===== config.mk =====
export PLATFORM = sky130hd
export DESIGN_NAME = cma_ctrl
export DESIGN_NICKNAME = d
export VERILOG_FILES = /design/src/sv/cma_pkg.sv /design/src/sv/cma_ctrl.sv
export SDC_FILE = /design/constraint.sdc
export NUM_CORES = 1
export LEC_CHECK = 0
export ABC_CLOCK_PERIOD_IN_PS = 6900
export BUFFER_PORTS_ARGS = -buffer_cell sky130_fd_sc_hd__buf_2
export CAP_MARGIN = 20
export CORE_MARGIN = 5
export CORE_UTILIZATION = 53
export DETAILED_ROUTE_END_ITERATION = 10
export MAX_ROUTING_LAYER = met4
export PLACE_DENSITY = 0.76
export SETUP_SLACK_MARGIN = 0.4
export SYNTH_ARGS = -nofsm -noshare
export SYNTH_HDL_FRONTEND = slang
export SYNTH_SLANG_ARGS = --single-unit

===== constraint.sdc =====
create_clock -name i_clk -period 6.9 [get_ports i_clk]
set_clock_uncertainty 0.15 [all_clocks]
set_input_delay 1.035 -clock i_clk [delete_from_list [all_inputs] [get_ports i_clk]]
set_output_delay 1.035 -clock i_clk [all_outputs]
set_load 0.02 [all_outputs]

===== src/sv/cma_pkg.sv =====
// ----------------------------------------------------------------------------
// cma_pkg
// Shared types and constants of the constant modulus equalizer.
// ----------------------------------------------------------------------------
package cma_pkg;

    typedef struct packed {
        logic signed [15:0] in_i;
        logic signed [15:0] in_q;
    } t_in;

    typedef struct packed {
        logic signed [15:0] out_i;
        logic signed [15:0] out_q;
    } t_out;

    // Datapath commands from the controller.
    typedef struct packed {
        logic win_load;
        logic win_rot;
        logic acc_clr;
        logic mac_en;
        logic y_en;
        logic mag_en;
        logic prod_en;
        logic err_en;
        logic coef_en;
        logic tap_en;
    } t_cmd;

    typedef struct packed {
        logic busy;
        logic y_load;
    } t_stat;

    localparam logic [1:0] REG_MODULUS   = 2'd0;
    localparam logic [1:0] REG_STEP_GAIN = 2'd1;
    localparam logic [1:0] REG_DECIM     = 2'd2;

    localparam logic [16:0] MODULUS_RST   = 17'd32768;
    localparam logic [15:0] STEP_GAIN_RST = 16'd66;
    localparam logic [4:0]  DECIM_RST     = 5'd2;

    localparam logic signed [23:0] TAP_ONE = 24'sd1048576;

endpackage


===== src/sv/cma_ctrl.sv =====
// ----------------------------------------------------------------------------
// cma_ctrl
// Handshake, decimation phase and sequencing of the equalizer passes.
// ----------------------------------------------------------------------------
module cma_ctrl import cma_pkg::*; #(
    parameter int NTAPS = 16
) (
    input  logic       i_clk,
    input  logic       i_rst_n,
    input  logic       i_in_valid,
    output logic       o_in_stall,
    output logic       o_out_valid,
    input  logic       i_out_stall,
    input  logic [4:0] i_decim,
    output t_cmd       o_cmd,
    output t_stat      o_stat
);

    localparam int CW = $clog2(NTAPS + 2);

    typedef enum logic [6:0] {
        ST_IDLE = 7'b0000001,
        ST_MAC  = 7'b0000010,
        ST_SAT  = 7'b0000100,
        ST_MAG  = 7'b0001000,
        ST_PROD = 7'b0010000,
        ST_CLIP = 7'b0100000,
        ST_UPD  = 7'b1000000
    } t_state;

    t_state        r_state, n_state;
    logic [CW-1:0] r_cnt, n_cnt;
    logic [3:0]    r_phase, n_phase;
    logic          r_ov, n_ov;
    logic [4:0]    period;
    logic [3:0]    phase_now;
    logic [4:0]    phase_inc;
    logic          fire;
    logic          in_acc;

    always_comb begin
        if (i_decim == 5'd0) begin
            period = 5'd1;
        end else if (i_decim > 5'd16) begin
            period = 5'd16;
        end else begin
            period = i_decim;
        end
        phase_now = ({1'b0, r_phase} >= period) ? 4'd0 : r_phase;
        phase_inc = {1'b0, phase_now} + 5'd1;
        fire      = (phase_now == 4'd0);
    end

    // A sample that fires cannot be taken while the last result still waits.
    assign o_in_stall = !((r_state == ST_IDLE) && (!r_ov || !fire));
    assign in_acc     = i_in_valid && !o_in_stall;

    always_comb begin
        n_state = r_state;
        n_cnt   = r_cnt;
        n_phase = r_phase;
        n_ov    = r_ov;
        o_cmd   = '0;
        if (r_ov && !i_out_stall) begin
            n_ov = 1'b0;
        end
        unique case (r_state)
            ST_IDLE: begin
                if (in_acc) begin
                    o_cmd.win_load = 1'b1;
                    n_phase = (phase_inc >= period) ? 4'd0 : phase_inc[3:0];
                    if (fire) begin
                        o_cmd.acc_clr = 1'b1;
                        n_cnt   = '0;
                        n_state = ST_MAC;
                    end
                end
            end
            ST_MAC: begin
                o_cmd.mac_en  = 1'b1;
                o_cmd.win_rot = 1'b1;
                n_cnt = r_cnt + CW'(1);
                if (r_cnt == CW'(NTAPS - 1)) begin
                    n_state = ST_SAT;
                end
            end
            ST_SAT: begin
                o_cmd.y_en = 1'b1;
                n_ov    = 1'b1;
                n_state = ST_MAG;
            end
            ST_MAG: begin
                o_cmd.mag_en = 1'b1;
                n_state = ST_PROD;
            end
            ST_PROD: begin
                o_cmd.prod_en = 1'b1;
                n_state = ST_CLIP;
            end
            ST_CLIP: begin
                o_cmd.err_en = 1'b1;
                n_cnt   = '0;
                n_state = ST_UPD;
            end
            ST_UPD: begin
                // Coefficient stage runs one tap ahead of the tap write stage.
                if (r_cnt < CW'(NTAPS)) begin
                    o_cmd.coef_en = 1'b1;
                    o_cmd.win_rot = 1'b1;
                end
                if (r_cnt != '0) begin
                    o_cmd.tap_en = 1'b1;
                end
                n_cnt = r_cnt + CW'(1);
                if (r_cnt == CW'(NTAPS)) begin
                    n_state = ST_IDLE;
                end
            end
            default: begin
                n_state = ST_IDLE;
            end
        endcase
    end

    always_ff @(posedge i_clk) begin
        if (!i_rst_n) begin
            r_state <= ST_IDLE;
            r_cnt   <= '0;
            r_phase <= 4'd0;
            r_ov    <= 1'b0;
        end else begin
            r_state <= n_state;
            r_cnt   <= n_cnt;
            r_phase <= n_phase;
            r_ov    <= n_ov;
        end
    end

    assign o_out_valid   = r_ov;
    assign o_stat.busy   = (r_state != ST_IDLE);
    assign o_stat.y_load = (r_state == ST_SAT);

endmodule


Yosys cells after proc, flatten, opt, wreduce, memory -nomap -nowiden
Index checks and enable logic that the tools add are counted.

Register bits after elaboration: 17. Output and inout bits: 14.

Add/subtract/negate cells: 2. $lt $le $gt $ge: 4. Equal/unequal tests: 14. Multiplexer cells: 28. Reduce and logical (&&, ||, !) cells: 17.

Operator list (count): 7-bit one-hot mux with 7 select lines (1); 7-bit 2-to-1 mux (4); 5-bit 2-to-1 mux (4); 5-bit one-hot mux with 3 select lines (1); 1-bit 2-to-1 mux (14); 4-bit 2-to-1 mux (2); 2-bit != test, second input constant (4); 7-bit by 1-bit == test with 1-bit output, second input constant (1); 7-bit by 2-bit == test with 1-bit output, second input constant (1); 7-bit by 3-bit == test with 1-bit output, second input constant (1); 7-bit by 4-bit == test with 1-bit output, second input constant (1); 7-bit by 5-bit == test with 1-bit output, second input constant (1); 7-bit by 6-bit == test with 1-bit output, second input constant (1); 7-bit == test, second input constant (1); 7-bit by 1-bit != test with 1-bit output, second input constant (1); 4-bit by 1-bit adder with 5-bit output, second input constant (1); 5-bit by 1-bit adder with 5-bit output, second input constant (1); 5-bit by 4-bit == test with 1-bit output, second input constant (1); 5-bit == test, second input constant (1); 4-bit by 5-bit greater-or-equal comparator with 1-bit output (1); 5-bit greater-or-equal comparator (1); 5-bit greater-than comparator, second input constant (1); 5-bit logical NOT (1); 5-bit less-than comparator, second input constant (1); other kinds (13) (18).

Logic depth before layout (Yosys ltp)
Depth in word-level cells: 12. Depth in mapped cells: 17. Mapped depth without buffers: 17.

Least setup slack after synthesis
OpenSTA, ideal clock, no wires.

Path type: input to output. From: in i_decim[1]. To: out o_cmd[7] (netlist bit). Arrival: 3.253 ns. Data required time: 5.715 ns. Path slack: 2.462 ns. Stages on the path: 12. Path buffers: 0. Cells stage by stage: nor3_1 -> nor2_1 -> nor2_1 -> ha_1 -> nor2b_1 -> or4b_1 -> and3_1 -> inv_1 -> ha_1 -> nand2_1 -> a311o_1 -> nor2_1.

RTL lines: start: declaration (RTL line cma_ctrl.sv:14) `input logic [4:0] i_decim,`; end: declaration (RTL line cma_ctrl.sv:15) `output t_cmd o_cmd,`.

==> flow_summary.yaml <==
sta:
  worst_slew_margin_rel_pct: 58.7
  fin_tns_setup_ns: 0
  layout_min_cycle_time_ns: 4.70
  hold_slack_ns: 0.379
  rsz0062_at_grt: "no"
  fmaxAchievable_ghz: 0.213
  worst_slew_pin_tran_ns: 0.613
  finalSetupViolCount: 0
  final_max_slew_viol_count: 0
  tcrit_tclk_final_pct: 68.1
  finalHoldViolCount: 0
  final.setup.worst_slack_ns: 2.20
clocking:
  cts-buffers-inserted: 3
  cts.root.buffer_cell: "sky130_fd_sc_hd__clkbuf_4"
  clk_latency_ns: 0.30
  cts_tree: "built"
  cts_buffer_depth: 2
  cts.hold.buffers_added: 0
  number_of_gates_resized_after_cts: 0
  cts.sink_count: 17
  ctsHtreeMaxLevel: 1
  post-cts-setup-buffer-count: 0
  clk_pin_slew_worst_paths_ns: 0.10
critical_path:
  crit_path_top_delay_cell: "sky130_fd_sc_hd__or4b_1"
  critPathMostFrequentCell: "sky130_fd_sc_hd__nand2_1"
  crit_type: "primary input to output pin"
  startpoint_types: "primary input"
  critical_path_required_ns: 5.71
  critPathCaptureType: "output pin"
  crit_path_cell_trace: "buf_2 > inv_1 > nand2_1 > ha_1 > nand2_1 > or4b_1 > and3_1 > inv_1 > ha_1 > nand2_1 > a311o_1 > nor2_1 > buf_2"
  regToRegSetupSlack_ns: 3.24
  reg2reg_path_depth: 15
  max_stage_delay_ns: 0.56
  cp_data_arrival_time_ns: 3.51
  maximum_net_fanout_on_the_critical_path: 6
cells_and_area:
  insertedDiodeCount: 0
  fillers: 243
  mostFrequentLayoutCells: "sky130_fd_sc_hd__buf_2, sky130_fd_sc_hd__nor2_1, sky130_fd_sc_hd__nand2_1, sky130_fd_sc_hd__dfxtp_1"
  mostFrequentLayoutCell: "sky130_fd_sc_hd__buf_2"
  final-instance-count-excl-fill: 224
  utilization_pct: 60.0
  nNetsFinal: 218
  area_delta_synth_final_pct: 10.4
  fraction_of_layout_cells_with_a_size_suffix_above_1_pct: 17.0
grt:
  grt.total_usage_pct: 19.7
  antenna_violations_before_repair: 0
  grt_max_degree: 13
  globalRoute.totalOverflow: 0
  first_global_vias: 1273
  globalRouteMet3Util_pct: 3.89
  grtUsageMet1_pct: 22.4
  grt_use_met2_pct: 34.0
  globalRoute.busiestLayer: "met2"
  grt_first_pass_wirelength_um: 5330
synthesis:
  postSynthNetCount: 196
  synth.largest_area_cell: "sky130_fd_sc_hd__dfxtp_1"
  synthArstFlopShare_pct: 0
  synth_top_family_by_area: "simple AND/OR/NAND/NOR gates"
  fraction_of_the_mapped_netlist_area_in_adder_cells_pct: 13.2
  yosys-mux-area-fraction_pct: 0
  syn_area_sq_mm: 0.00132
  syn-mean-instance-area_sq_um: 7.64
  post_synthesis_xor_xnor_area_fraction_pct: 3.97
  synth_enable_flop_cells: 0
  yosys.area_share.simple_pct: 29.6
  synth_compound_gate_area_share_pct: 20.6
  postSynthCellCount: 173
  ys_ff_latch: 17
  yosys_most_used_dff: "sky130_fd_sc_hd__dfxtp_1"
  yosys-top-cells-area: "sky130_fd_sc_hd__dfxtp_1, sky130_fd_sc_hd__ha_1, sky130_fd_sc_hd__nor2_1"
  sequential_to_total_area_share_from_yosys_stat_pct: 25.7
  synth.distinct_cells: 40
  netlist.area_leader.share_pct: 25.7
  yosysWarningCount: 0
route:
  drt_wl_total_um: 3220
  vias_per_cell: 6.03
  drtAntennaViolNets: 0
  post_drt_wl_per_cell_um: 14.4
  vias: 1350
  drc_errors: 0
  dr.pass1.iters: 4
  drt_iter0_markers: 43
min_path:
  timing.hold.worst.class: "flip-flop to flip-flop"
  hold-path-cell-count: 2
pwr:
  vdd_drop_max_uv: 150
  cellLeakagePower_nw: 0.699
  p_per_area_mw_per_mm2: 238
flow_run:
  drv.max_cap_violation_count: 0
floorplan:
  floorplan.io_pins: 23
  std_cell_rows: 18
  floorplan.core_area_sq_mm: 0.00243
  die_area_sq_mm: 0.00359
  chipWidth_um: 60.0
  initial_utilization_pct: 54.4
  die-height_um: 60.0
place:
  placed_cells: 220
  gpl.final_weighted_congestion: 0.957
  hpwl_um: 2550
  dp_worst_setup_slack_ns: 2.21
  io_buffer_count: 22
status:
  run_status: "complete, no violations"
-- cells in the mapped netlist (all sizes together) (4+ instances only) --
master / number
nor2: 18
dfxtp: 17
nand2: 17
ha: 14
inv: 14
a21oi: 12
o21ai: 12
nor3: 8
and3: 6
a31oi: 5
nor4b: 5
buf: 4
nand4: 4
-- kinds of logic after synthesis --
kind of cell / after synthesis
flip-flops: 17
buffers and inverters: 19
adder cells (fa/ha/maj): 14
AND/OR/NAND/NOR: 73
XOR/XNOR: 6
AO/OA/AOI/OAI: 44
-- power by group --
group	switching [mW]	internal (mW)	total (mW)	leakage, nW
Combinational	0.111	0.0628	0.173	0.543
Sequential	0.0122	0.107	0.119	0.138
Clock	0.0332	0.0216	0.0549	0.0177
-- state kept, by name, summed over array words and instances (netlist names) --
name         flops
r_state          7
r_cnt            5
r_phase          4
o_out_valid      1
-- through the flow --
| stage | area (sq um) | power [mW] |
|---|---|---|
| global route | 1460 | 0.370 |
| finish | 1460 | 0.348 |
| detailed placement | 1430 | 0.293 |
| global placement | 1430 | 0.287 |
| floorplan | 1320 | 0.247 |
| CTS | 1460 | 0.347 |
-- metal layers --
metal / wire, um / share of wire [%]
met1: 1390 / 43
met2: 1590 / 49
met3: 183 / 5.7
met4: 54 / 1.7
met5: 0 / 0
-- critical path: cells and delay by family --
family,cells,cell delay (ns)
AO/OA/AOI/OAI,1,0.36
adder cells (fa/ha/maj),2,0.47
buffers and inverters,4,0.49
AND/OR/NAND/NOR,6,1.16
-- worst paths after layout --
| kind | from | to |
|---|---|---|
| worst max-delay path | i_decim[4] | o_cmd[7] |
| worst min-delay path | r_phase[1] | r_phase[1] |
| worst max register to register | r_phase[0] | r_phase[2] |
| worst min register to register | r_phase[1] | r_phase[1] |
-- layout make-up --
cell class | count | area (sq um) | area share [%]
Clock inverter | 1 | 5.00 | 0.343
Tap cell | 30 | 37.5 | 2.57
Inverter | 14 | 52.6 | 3.60
Clock buffer | 3 | 22.5 | 1.54
Multi-Input combinational cell | 137 | 892 | 61.1
Timing Repair Buffer | 22 | 110 | 7.54
Sequential cell | 17 | 340 | 23.3
(Power assumes the default switching activity.)
